`src/hw/rtl/itoa_pkg.sv`:
```
// Shared types, constants and helpers for the integer to ASCII formatter.
`default_nettype none

package itoa_pkg;

    // Stream field widths
    localparam int VALUE_W = 32;
    localparam int CHAR_W  = 7;
    localparam int DIGIT_W = 4;

    // Largest digit count of a 32-bit magnitude in base ten
    localparam int NUM_DIGITS = 10;
    localparam int IDX_W      = $clog2(NUM_DIGITS);

    // Reciprocal of ten: floor(x * RECIP10 / 2^35) == x / 10 for any 32-bit x
    localparam int                 PROD_W      = 2 * VALUE_W;
    localparam logic [VALUE_W-1:0] RECIP10     = 32'hCCCC_CCCD;
    localparam int                 RECIP_SHIFT = 35;
    localparam int                 HEX_SHIFT   = 4;

    // Mode codes carried in the input side band
    localparam logic MODE_DEC = 1'b0;
    localparam logic MODE_HEX = 1'b1;

    // ASCII codes
    localparam logic [CHAR_W-1:0] CH_ZERO  = 7'h30;
    localparam logic [CHAR_W-1:0] CH_A     = 7'h61;
    localparam logic [CHAR_W-1:0] CH_MINUS = 7'h2D;
    localparam logic [DIGIT_W-1:0] DEC_BASE = 4'd10;

    // Control from the sequencer to the divide unit
    typedef struct packed {
        logic load;
        logic hex;
    } t_step_ctl;

    // Quotient and remainder of one digit step
    typedef struct packed {
        logic [VALUE_W-1:0] quot;
        logic [DIGIT_W-1:0] rem;
    } t_step_res;

    // Digit value to lowercase ASCII
    function automatic logic [CHAR_W-1:0] digit_to_ascii(input logic [DIGIT_W-1:0] d);
        logic [CHAR_W-1:0] d_ext;
        d_ext = CHAR_W'(d);
        if (d < DEC_BASE) begin
            return CH_ZERO + d_ext;
        end
        return CH_A + d_ext - CHAR_W'(DEC_BASE);
    endfunction

endpackage

`default_nettype wire

```
`src/hw/rtl/itoa_div_unit.sv`:
```
// Shared digit step: divides by ten (reciprocal multiply) or sixteen (shift).
`default_nettype none

module itoa_div_unit (
    input  wire logic                    i_clk,
    input  wire itoa_pkg::t_step_ctl     i_ctl,
    input  wire logic [itoa_pkg::VALUE_W-1:0] i_x,
    output itoa_pkg::t_step_res          o_res
);
    import itoa_pkg::*;

    logic [VALUE_W-1:0] r_x;
    logic               r_hex;
    logic [PROD_W-1:0]  r_prod;
    logic [VALUE_W-1:0] quot;
    logic [VALUE_W-1:0] rem_full;

    // Operand and product capture; the product of the multiply is registered here
    always_ff @(posedge i_clk) begin
        if (i_ctl.load) begin
            r_x    <= i_x;
            r_hex  <= i_ctl.hex;
            r_prod <= PROD_W'(i_x) * PROD_W'(RECIP10);
        end
    end

    // Quotient from product or shift; remainder by shift-and-subtract
    always_comb begin
        if (r_hex) begin
            quot = r_x >> HEX_SHIFT;
        end else begin
            quot = VALUE_W'(r_prod[PROD_W-1:RECIP_SHIFT]);
        end
        rem_full = r_hex ? (r_x - (quot << HEX_SHIFT))
                         : (r_x - (quot << 3) - (quot << 1));
        o_res.quot = quot;
        o_res.rem  = rem_full[DIGIT_W-1:0];
    end

endmodule

`default_nettype wire

```
`src/hw/rtl/integer_to_ascii_formatter_core.sv`:
```
// Top level: formats a 32-bit word as signed decimal or lowercase hex ASCII text.
//
// Input stream s_*: tdata carries the 32-bit value, tuser the mode
// (0 signed decimal, 1 unsigned lowercase hex). Output stream m_*: one request
// per character, most significant first, tdata[6:0] the ASCII code, tlast on
// the final character. No leading zeros, no prefix; zero prints as '0', a
// negative decimal value gets a leading '-'.
// Digits are produced least significant first by one shared divide unit,
// each through a registered reciprocal multiply (decimal) or shift (hex), then a
// remainder step, into a ten-entry digit buffer, then sent out in reverse order.
// After the last digit step the characters leave one per cycle while
// m_tready is high. The block takes no new input meanwhile: s_tready rises
// again once the last character has been loaded into the output register.
// A stalled receiver holds the output register and pauses the character
// sequencer; the block does not lose or repeat characters.
// Reset (synchronous, active low) returns to idle with no output pending.
`default_nettype none

module integer_to_ascii_formatter_core (
    input  wire logic                           i_clk,
    input  wire logic                           i_rst_n,
    input  wire logic                           s_tvalid,
    output      logic                           s_tready,
    input  wire logic [itoa_pkg::VALUE_W-1:0]   s_tdata,  // [31:0] value
    input  wire logic                           s_tuser,  // [0] mode
    output      logic                           m_tvalid,
    input  wire logic                           m_tready,
    output      logic [7:0]                     m_tdata,  // [6:0] out_char, [7] zero
    output      logic                           m_tlast   // last
);
    import itoa_pkg::*;

    localparam logic [1:0] ST_IDLE = 2'd0;
    localparam logic [1:0] ST_MUL  = 2'd1;
    localparam logic [1:0] ST_REM  = 2'd2;
    localparam logic [1:0] ST_EMIT = 2'd3;

    logic [1:0]          r_state;
    logic [VALUE_W-1:0]  r_x;
    logic                r_hex;
    logic                r_neg;
    logic [IDX_W-1:0]    r_cnt;
    logic [IDX_W-1:0]    r_idx;
    logic [DIGIT_W-1:0]  r_dig [NUM_DIGITS];
    logic                r_mvalid;
    logic [CHAR_W-1:0]   r_mchar;
    logic                r_mlast;

    t_step_ctl           step_ctl;
    t_step_res           step_res;
    logic                in_take;
    logic                out_free;
    logic                in_neg;

    assign s_tready = (r_state == ST_IDLE);
    assign in_take  = s_tvalid && s_tready;
    assign out_free = !r_mvalid || m_tready;
    assign in_neg   = (s_tuser == MODE_DEC) && s_tdata[VALUE_W-1];

    assign step_ctl.load = (r_state == ST_MUL);
    assign step_ctl.hex  = r_hex;

    itoa_div_unit u_div (
        .i_clk (i_clk),
        .i_ctl (step_ctl),
        .i_x   (r_x),
        .o_res (step_res)
    );

    // Sequencer and control registers
    always_ff @(posedge i_clk) begin
        if (!i_rst_n) begin
            r_state  <= ST_IDLE;
            r_mvalid <= 1'b0;
        end else begin
            // Output valid: set on a new character, held while stalled
            r_mvalid <= ((r_state == ST_EMIT) && out_free) || (r_mvalid && !m_tready);
            unique case (r_state)
                ST_IDLE: begin
                    if (in_take) begin
                        r_state <= ST_MUL;
                    end
                end
                ST_MUL: begin
                    r_state <= ST_REM;
                end
                ST_REM: begin
                    r_state <= (step_res.quot == '0) ? ST_EMIT : ST_MUL;
                end
                ST_EMIT: begin
                    if (out_free) begin
                        if (!r_neg && r_idx == '0) begin
                            r_state <= ST_IDLE;
                        end
                    end
                end
                default: r_state <= ST_IDLE;
            endcase
        end
    end

    // Datapath: operand, digit buffer and output register
    always_ff @(posedge i_clk) begin
        unique case (r_state)
            ST_IDLE: begin
                if (in_take) begin
                    r_x   <= in_neg ? (VALUE_W'(0) - s_tdata) : s_tdata;
                    r_hex <= s_tuser;
                    r_neg <= in_neg;
                    r_cnt <= '0;
                end
            end
            ST_REM: begin
                r_dig[r_cnt] <= step_res.rem;
                if (step_res.quot == '0) begin
                    r_idx <= r_cnt;
                end else begin
                    r_x   <= step_res.quot;
                    r_cnt <= r_cnt + 1'b1;
                end
            end
            ST_EMIT: begin
                if (out_free) begin
                    if (r_neg) begin
                        r_mchar <= CH_MINUS;
                        r_mlast <= 1'b0;
                        r_neg   <= 1'b0;
                    end else begin
                        r_mchar <= digit_to_ascii(r_dig[r_idx]);
                        r_mlast <= (r_idx == '0);
                        if (r_idx != '0) begin
                            r_idx <= r_idx - 1'b1;
                        end
                    end
                end
            end
            default: begin
            end
        endcase
    end

    assign m_tvalid = r_mvalid;
    assign m_tdata  = {1'b0, r_mchar};
    assign m_tlast  = r_mlast;

endmodule

`default_nettype wire

```
`config.mk`:
```
export PLATFORM = sky130hd
export DESIGN_NAME = integer_to_ascii_formatter_core
export DESIGN_NICKNAME = d
export VERILOG_FILES = /design/src/hw/rtl/itoa_pkg.sv /design/src/hw/rtl/itoa_div_unit.sv /design/src/hw/rtl/integer_to_ascii_formatter_core.sv
export SDC_FILE = /design/constraint.sdc
export NUM_CORES = 1
export LEC_CHECK = 0
export ABC_AREA = 1
export BUFFER_PORTS_ARGS = -buffer_cell sky130_fd_sc_hd__buf_2
export CAP_MARGIN = 30
export CORE_ASPECT_RATIO = 1.5
export CORE_MARGIN = 3
export CORE_UTILIZATION = 60
export CTS_CLUSTER_SIZE = 24
export DETAILED_ROUTE_END_ITERATION = 16
export HOLD_SLACK_MARGIN = 0.03
export PLACE_DENSITY = 0.8
export SYNTH_ARGS = -nofsm -noshare
export SYNTH_HDL_FRONTEND = slang
export SYNTH_SLANG_ARGS = --single-unit
export TNS_END_PERCENT = 1
```
`constraint.sdc`:
```
create_clock -name i_clk -period 6.1 [get_ports i_clk]
set_clock_uncertainty 0.2 [all_clocks]
set_input_delay 1.22 -clock i_clk [delete_from_list [all_inputs] [get_ports i_clk]]
set_output_delay 1.22 -clock i_clk [all_outputs]
set_load 0.03 [all_outputs]
```
==> results of run 1 <==
## state kept, by name (all words and copies together), names as in the netlist, 2 cells and up, named ones only
name          count
r_x              32
u_div.r_x        32
r_cnt             4
r_dig            40
u_div.r_prod     29
r_idx             4
r_mchar           7
r_state           2
## cell type report
cell class / instances / area, sq um
antenna: 1 / 2.50
fill: 3231 / 11400
clock inverter: 15 / 201
multi-input combinational: 2066 / 19300
inverter: 869 / 3270
tap: 570 / 713
clock buffer: 17 / 425
timing repair buffer: 440 / 3260
sequential: 159 / 4700
## what timing repair did
item	in CTS	in global routing
endpoints found under the setup margin	29	29
hold buffers	0	0
resized for setup	133	95
pin swaps	20	46
setup buffers	17	11
## synth_stat cells, drive strengths merged, types with 2 or more instances
| cell | number |
|---|---|
| o21bai | 19 |
| nand4 | 20 |
| edfxtp | 152 |
| ha | 357 |
| or2 | 7 |
| conb | 2 |
| a21oi | 91 |
| clkbuf | 11 |
| nand2 | 612 |
| buf | 14 |
| dfxtp | 7 |
| mux2i | 11 |
| inv | 868 |
| nor3 | 25 |
| o211ai | 5 |
| fa | 386 |
| a31oi | 4 |
| xnor2 | 11 |
| nand3 | 103 |
| nor2 | 222 |
| o22ai | 3 |
| nand3b | 3 |
| nor4 | 5 |
| xor2 | 60 |
| o21a | 3 |
| o21ai | 108 |
| a21o | 7 |
## metrics by stage
stage	hold WS [ns]	cells	setup slack [ns]	setup TNS [ns]	cell area, sq um
finish	0.229	4137	-0.585	-13.94	31900
detailed placement	0.213	4074	-0.868	-19.79	30000
CTS	0.231	4123	-0.452	-11.22	31400
global route	0.243	4136	-0.747	-19.39	31900
floorplan	0.200	3119	-0.00339	-0.00339	26500
global placement	0.206	4073	-0.829	-19.64	30000
## worst max-delay path by stage
| stage | start | to | cells past startpoint |
|---|---|---|---|
| floorplan | r_x[19] | u_div.r_prod[48] | 22 |
| global placement | r_x[8] | u_div.r_prod[52] | 23 |
| detailed placement | r_x[18] | u_div.r_prod[42] | 24 |
| CTS | r_x[14] | u_div.r_prod[50] | 24 |
| global route | r_x[14] | u_div.r_prod[56] | 28 |
| finish | r_x[14] | u_div.r_prod[56] | 28 |
## cell families (layout without fill, tap and decap cells)
family,count (synthesis),after routing
AOI/OAI and AO/OA,242,242
DFF,159,159
buffers and inverters,894,1341
other,2,3
and+or+nand+nor,997,997
xor gates and xnor gates,71,71
muxes,11,11
adders and majority gates,743,743
## worst register-to-register path: cells and delay by family (launching register included)
family                     cells  cell delay (ns)
adders and majority gates      9             3.86
buffers and inverters         10             0.85
AOI/OAI and AO/OA              3             0.53
DFF                            1             0.52
and+or+nand+nor                6             0.46
## routing by layer
metal / GRT usage, % / up-vias
met5: 0 / -
met2: 69.6 / 1173
met3: 6.78 / 480
met4: 39.9 / 0
met1: 44.6 / 11200
li1: - / 10300
## cells in the final DEF, fill, tap and decap left out, types with 68 or more instances in the layout
master | netlist | final
sky130_fd_sc_hd__buf_4 | 2 | 383
sky130_fd_sc_hd__edfxtp_1 | 152 | 152
sky130_fd_sc_hd__inv_1 | 865 | 854
sky130_fd_sc_hd__fa_1 | 386 | 366
sky130_fd_sc_hd__nand3_1 | 100 | 97
sky130_fd_sc_hd__nor2_1 | 219 | 183
sky130_fd_sc_hd__nand2_1 | 609 | 574
sky130_fd_sc_hd__a21oi_1 | 91 | 68
sky130_fd_sc_hd__ha_1 | 357 | 313
sky130_fd_sc_hd__o21ai_0 | 93 | 80
==> impl_summary.log, run 1 <==
INFO  metric status = complete, but fails checks
INFO  metric failed_checks = setup timing
INFO  metric slowest_delay = 0.54 ns
INFO  metric path_common_cell = sky130_fd_sc_hd__fa_1
INFO  metric synth-async-reset-ratio = 0%
INFO  metric finish.utilization = 73.7%
INFO  metric post_synthesis_net_count = 3899
INFO  metric hp-class = flop to flop
INFO  metric cts_tree = built
INFO  metric cts_num_sinks = about 160
INFO  metric post_route_cells_drive_above_1_share = between 15 and 20%
INFO  metric max_slew.worst_pin.slew = 1.07 ns
INFO  metric routed_met2_length = 46300 um
INFO  metric cp_top_family = adder cells
INFO  metric die_y = 263 um
INFO  metric synth_top_flop_cell = sky130_fd_sc_hd__edfxtp_1
INFO  metric worst_setup_path_end_kind = flop
INFO  metric period_minus_slack = ~6.7 ns
INFO  metric crit-reg2reg-launch = r_x[14]
INFO  metric yosys-mux-area-fraction = 0.417%
INFO  metric clockBufferDepth = 2
INFO  metric grt_first_pass_wirelength = ~140000 um
INFO  metric drc = 0
INFO  metric post_synth_fa_ha_maj_area_fraction = between 40% and 50%
INFO  metric ys_seq_elements = about 160
INFO  metric synth_largest_type_area_fraction = between 20 and 30%
INFO  metric path_max_fanout = 3
INFO  metric route.top_layer_used = met4
INFO  metric num-nets-final = ~4300
INFO  metric worstPathRequired = 6.12 ns
INFO  metric timing.final.setup_violations = 29
INFO  metric hold_path_end = u_div.r_hex
INFO  metric finalHoldViolations = 0
INFO  metric most_area_consuming_cells_after_synthesis = sky130_fd_sc_hd__fa_1 29%, sky130_fd_sc_hd__edfxtp_1 17%, sky130_fd_sc_hd__ha_1 17%, sky130_fd_sc_hd__inv_1 12%, sky130_fd_sc_hd__nand2_1 8.7%
INFO  metric grt_pass1_vias = between 20000 and 25000
INFO  metric arrival = roughly 6.7 ns
INFO  metric layout_worst_path_cycle_share = 110%
INFO  metric netlist_area = 26400 sq um
INFO  metric min_path_cells = 0
INFO  metric largest_net_degree_at_the_start_of_global_routing = 64
INFO  metric yosys_warnings = 0
INFO  metric final_max_slew_viol_count = 0
INFO  metric synth_simple_gate_area_share = 15.3%
INFO  metric routed_metal_1_wirelength = between 30000 and 40000 um
INFO  metric met3WireLength = roughly 6300 um
INFO  metric vias_per_cell = 5.61
INFO  metric max_cap_viol_count = 0
INFO  metric slew_headroom = between 20 and 30%
INFO  metric io-pin-count = 48
INFO  metric placementRows = 93
INFO  metric maxClockFrequency = 150 MHz
INFO  metric syn_avg_cell_area = between 8 and 9 sq um
INFO  metric die-width = ~180 um
INFO  metric ys_seq_area_share = approximately 18%
INFO  metric synth_top_family_by_area = adder cells
INFO  metric number_of_antenna_violations_at_the_first_check_in_global_routing = 1
INFO  metric first_drt_pass_iteration_count = 6
INFO  metric buf_inv_on_cp = 10
INFO  metric layout-area-overhead-vs-synth = 20.8%
INFO  metric design.core.area = roughly 43000 sq um
INFO  metric min_from = r_hex
INFO  metric worst-r2r-setup-slack = -0.59 ns
INFO  metric initial_core_util = around three fifths
INFO  metric clock-root-buffer = sky130_fd_sc_hd__clkbuf_16
INFO  metric final_ant_viol_nets = 0
INFO  metric synth_cells = 3119
INFO  metric post-route-worst-setup-slack = -0.585 ns
INFO  metric wire_length_per_cell = between 20 and 25 um
INFO  metric synth-edff-count = around 150
INFO  metric yosysUniqueCellTypes = 44
INFO  metric critPathKind = flop to flop
INFO  metric cts-buffers-inserted = 17
INFO  metric via_count = 23200
INFO  metric h-tree-depth = 4
INFO  metric worst-r2r-cell-count = 28
INFO  metric yosysTopAreaCell = sky130_fd_sc_hd__fa_1
INFO  metric dr.first_iter.drc_count = between 2000 and 2500
INFO  metric cts.reportedPaths.clkPinSlew = roughly 0.11 ns
INFO  metric placer_congestion_estimate = roughly 1.2
INFO  metric grt.overflow.total = 0
INFO  metric worst_r2r_endpoint = u_div.r_prod[56]
INFO  metric synth_compound_area_share = about 5%
INFO  metric startpoint_type = flop
INFO  metric die_area = approximately 47000 sq um
INFO  metric grt.total_usage = around two fifths
INFO  metric synth-xor-area-share = about 2.4%
INFO  metric timing.critical_path.slowest_stage_cell = sky130_fd_sc_hd__fa_1
INFO  metric routed_wirelength = 96600 um
INFO  metric worstSkewPairLatency = around 0.48 ns
INFO  metric unrepaired_setup_endpoints_after_global_routing = yes
INFO  metric dp_hpwl = 82700 um
INFO  metric placement.io_buffers = 46
Power of run 1 is left out: the tool's default activity adds up to more than one toggle a clock period on the data nets, which glitch-free logic cannot reach.
==> run 2: changes to the inputs <==
- SKIP_LAST_GASP: default -> 1
==> impl_summary.log, run 2 (synthesis results as in run 1) <==
INFO  metric status = complete, but fails checks
INFO  metric failed_checks = setup timing
INFO  metric worstSkewPairLatency = 0.48 ns (about the same)
INFO  metric post_route_cells_drive_above_1_share = 19.3% (+0.057 points)
INFO  metric crit-reg2reg-launch = r_x[14]
INFO  metric cts.reportedPaths.clkPinSlew = 0.10 ns (about the same)
INFO  metric slew_headroom = 26.3% (-1.4 points)
INFO  metric final_ant_viol_nets = 0 (unchanged)
INFO  metric grt_first_pass_wirelength = 142000 um (-0.61%)
INFO  metric path_max_fanout = 3 (unchanged)
INFO  metric final-seq-area = 4700 sq um (unchanged)
INFO  metric mostFrequentLayoutCell = sky130_fd_sc_hd__inv_1
INFO  metric min_path_cells = 0 (unchanged)
INFO  metric grt_pass1_vias = 24600 (-0.48%)
INFO  metric drc = 0 (unchanged)
INFO  metric arrival = 6.66 ns (-0.05 ns)
INFO  metric clock-root-buffer = sky130_fd_sc_hd__clkbuf_16
INFO  metric reg.largest.list = r_dig x40, r_x x32, u_div.r_x x32
INFO  metric die_y = 263 um (unchanged)
INFO  metric placement.setup.worst_slack = -0.868 ns (unchanged)
INFO  metric hp-class = flop to flop
INFO  metric max_cap_viol_count = 0 (unchanged)
INFO  metric critPathKind = flop to flop
INFO  metric io-pin-count = 48 (unchanged)
INFO  metric final_cell_mix = 852 x sky130_fd_sc_hd__inv_1, 579 x sky130_fd_sc_hd__nand2_1, 390 x sky130_fd_sc_hd__buf_4
INFO  metric number_of_fillers_in_the_final_layout = 3204 (-0.84%)
INFO  metric num-nets-final = 4338 (+0.12%)
INFO  metric hold_path_end = u_div.r_hex
INFO  metric h-tree-depth = 4 (unchanged)
INFO  metric placement.cell_area = 30000 sq um (unchanged)
INFO  metric worst-r2r-cell-count = 28 (unchanged)
INFO  metric period_minus_slack = 6.65 ns (-0.0338 ns)
INFO  metric finalHoldViolations = 0 (unchanged)
INFO  metric multi_input_area = 19300 sq um (about the same)
INFO  metric largest_register_ffs = 40 (unchanged)
INFO  metric timing.final.setup_violations = 29 (unchanged)
INFO  metric die-width = 177 um (unchanged)
INFO  metric worst_setup_path_end_kind = flop
INFO  metric top_register_by_number_of_flip_flops = r_dig
INFO  metric die_area = 46600 sq um (unchanged)
INFO  metric max_slew.worst_pin.slew = 1.09 ns (+0.0201 ns)
INFO  metric placementRows = 93 (unchanged)
INFO  metric cts_num_sinks = 159 (unchanged)
INFO  metric post-route-cell-area = 31900 sq um (about the same)
INFO  metric grt.total_usage = 41.7% (-0.23 points)
INFO  metric worst-r2r-setup-slack = -0.55 ns (+0.03 ns)
INFO  metric min_from = r_hex
INFO  metric placement.io_buffers = 46 (unchanged)
INFO  metric cts_tree = built
INFO  metric placer_congestion_estimate = 1.16 (unchanged)
INFO  metric unrepaired_setup_endpoints_after_global_routing = yes
INFO  metric first_drt_pass_iteration_count = 6 (unchanged)
INFO  metric global_route.usage.met2 = 69.8% (+0.14 points)
INFO  metric post-route-worst-setup-slack = -0.551 ns (+0.0338 ns)
INFO  metric dr.first_iter.drc_count = 2104 (-1.5%)
INFO  metric largest_net_degree_at_the_start_of_global_routing = 64 (unchanged)
INFO  metric clockBufferDepth = 2 (unchanged)
INFO  metric cts-buffers-inserted = 17 (unchanged)
INFO  metric dp_hpwl = 82700 um (unchanged)
INFO  metric layout_worst_path_cycle_share = 109% (-0.55 points)
INFO  metric grt.met3_usage = 6.62% (-0.16 points)
INFO  metric use_met1 = 44.6% (about the same)
INFO  metric globalRoute.busiestLayer = met2
INFO  metric maxClockFrequency = 150 MHz (+0.51%)
INFO  metric number_of_antenna_violations_at_the_first_check_in_global_routing = 2 (+1)
INFO  metric design.core.area = 43300 sq um (unchanged)
INFO  metric wire_length_per_cell = 23.3 um (-0.14%)
INFO  metric slowest_delay = 0.58 ns (+0.04 ns)
INFO  metric layout-area-overhead-vs-synth = 20.9% (about the same)
INFO  metric worst_r2r_endpoint = u_div.r_prod[52]
INFO  metric startpoint_type = flop
INFO  metric final_max_slew_viol_count = 0 (unchanged)
INFO  metric path_common_cell = sky130_fd_sc_hd__fa_1
INFO  metric timing.critical_path.slowest_stage_cell = sky130_fd_sc_hd__fa_1
INFO  metric routed_wirelength = 96600 um (about the same)
INFO  metric insertedDiodeCount = 0 (-1)
INFO  metric initial_core_util = 61.0% (unchanged)
INFO  metric grt.overflow.total = 0 (unchanged)
INFO  metric worstPathRequired = 6.11 ns (about the same)
INFO  metric vias_per_cell = 5.61 (about the same)
INFO  metric via_count = 23200 (+0.12%)
## run 2: final cells by class
| type | count | area share, % |
|---|---|---|
| clock buffer | 17 | 1.33 |
| tap | 570 | 2.23 |
| inverter | 869 | 10.2 |
| clock inverter | 15 | 0.631 |
| sequential | 159 | 14.7 |
| timing repair buffer | 445 | 10.3 |
| multi-input combinational | 2066 | 60.6 |
## run 2: per-layer routing
metal,wire (um),share of wire (%),up-vias
met1,31600,33,11200
li1,-,-,10400
met5,23,0.024,-
met4,12400,13,4
met3,6710,6.9,459
met2,45900,48,1215
## run 2: how the worst max path moves through the flow
stage	startpoint	to	depth (start not counted)
5_1_grt	r_x[14]	u_div.r_prod[52]	28
3_5_place_dp	r_x[18]	u_div.r_prod[42]	24
2_1_floorplan	r_x[19]	u_div.r_prod[48]	22
3_3_place_gp	r_x[8]	u_div.r_prod[52]	23
6_report	r_x[14]	u_div.r_prod[52]	28
4_1_cts	r_x[14]	u_div.r_prod[50]	24
## run 2: metrics by stage
| step | instances | setup TNS (ns) | hold slack [ns] | utilization [%] |
|---|---|---|---|---|
| after floorplan | 3119 | -0.00339 | 0.200 | - |
| after global placement | 4073 | -19.64 | 0.206 | 69.4 |
| after detailed placement | 4074 | -19.79 | 0.213 | 69.4 |
| after CTS | 4123 | -11.90 | 0.231 | 72.3 |
| after global routing | 4141 | -18.58 | 0.243 | 73.8 |
| final | 4141 | -13.58 | 0.229 | 73.8 |
## run 2: repair_timing
item	CTS	global route
pin swaps	17	56
gates resized for setup	108	117
buffers inserted	17	16
hold buffers	0	0
endpoints found under the setup margin	29	29
## run 2: critical path, delay by kind of cell, from the launching register on
kind	cells	cell delay, ns
compound gates	1	0.16
flops	1	0.53
simple gates	9	0.71
buf+inv	9	0.83
fa+ha+maj	9	3.96
Power of run 2 is left out for the same reason.
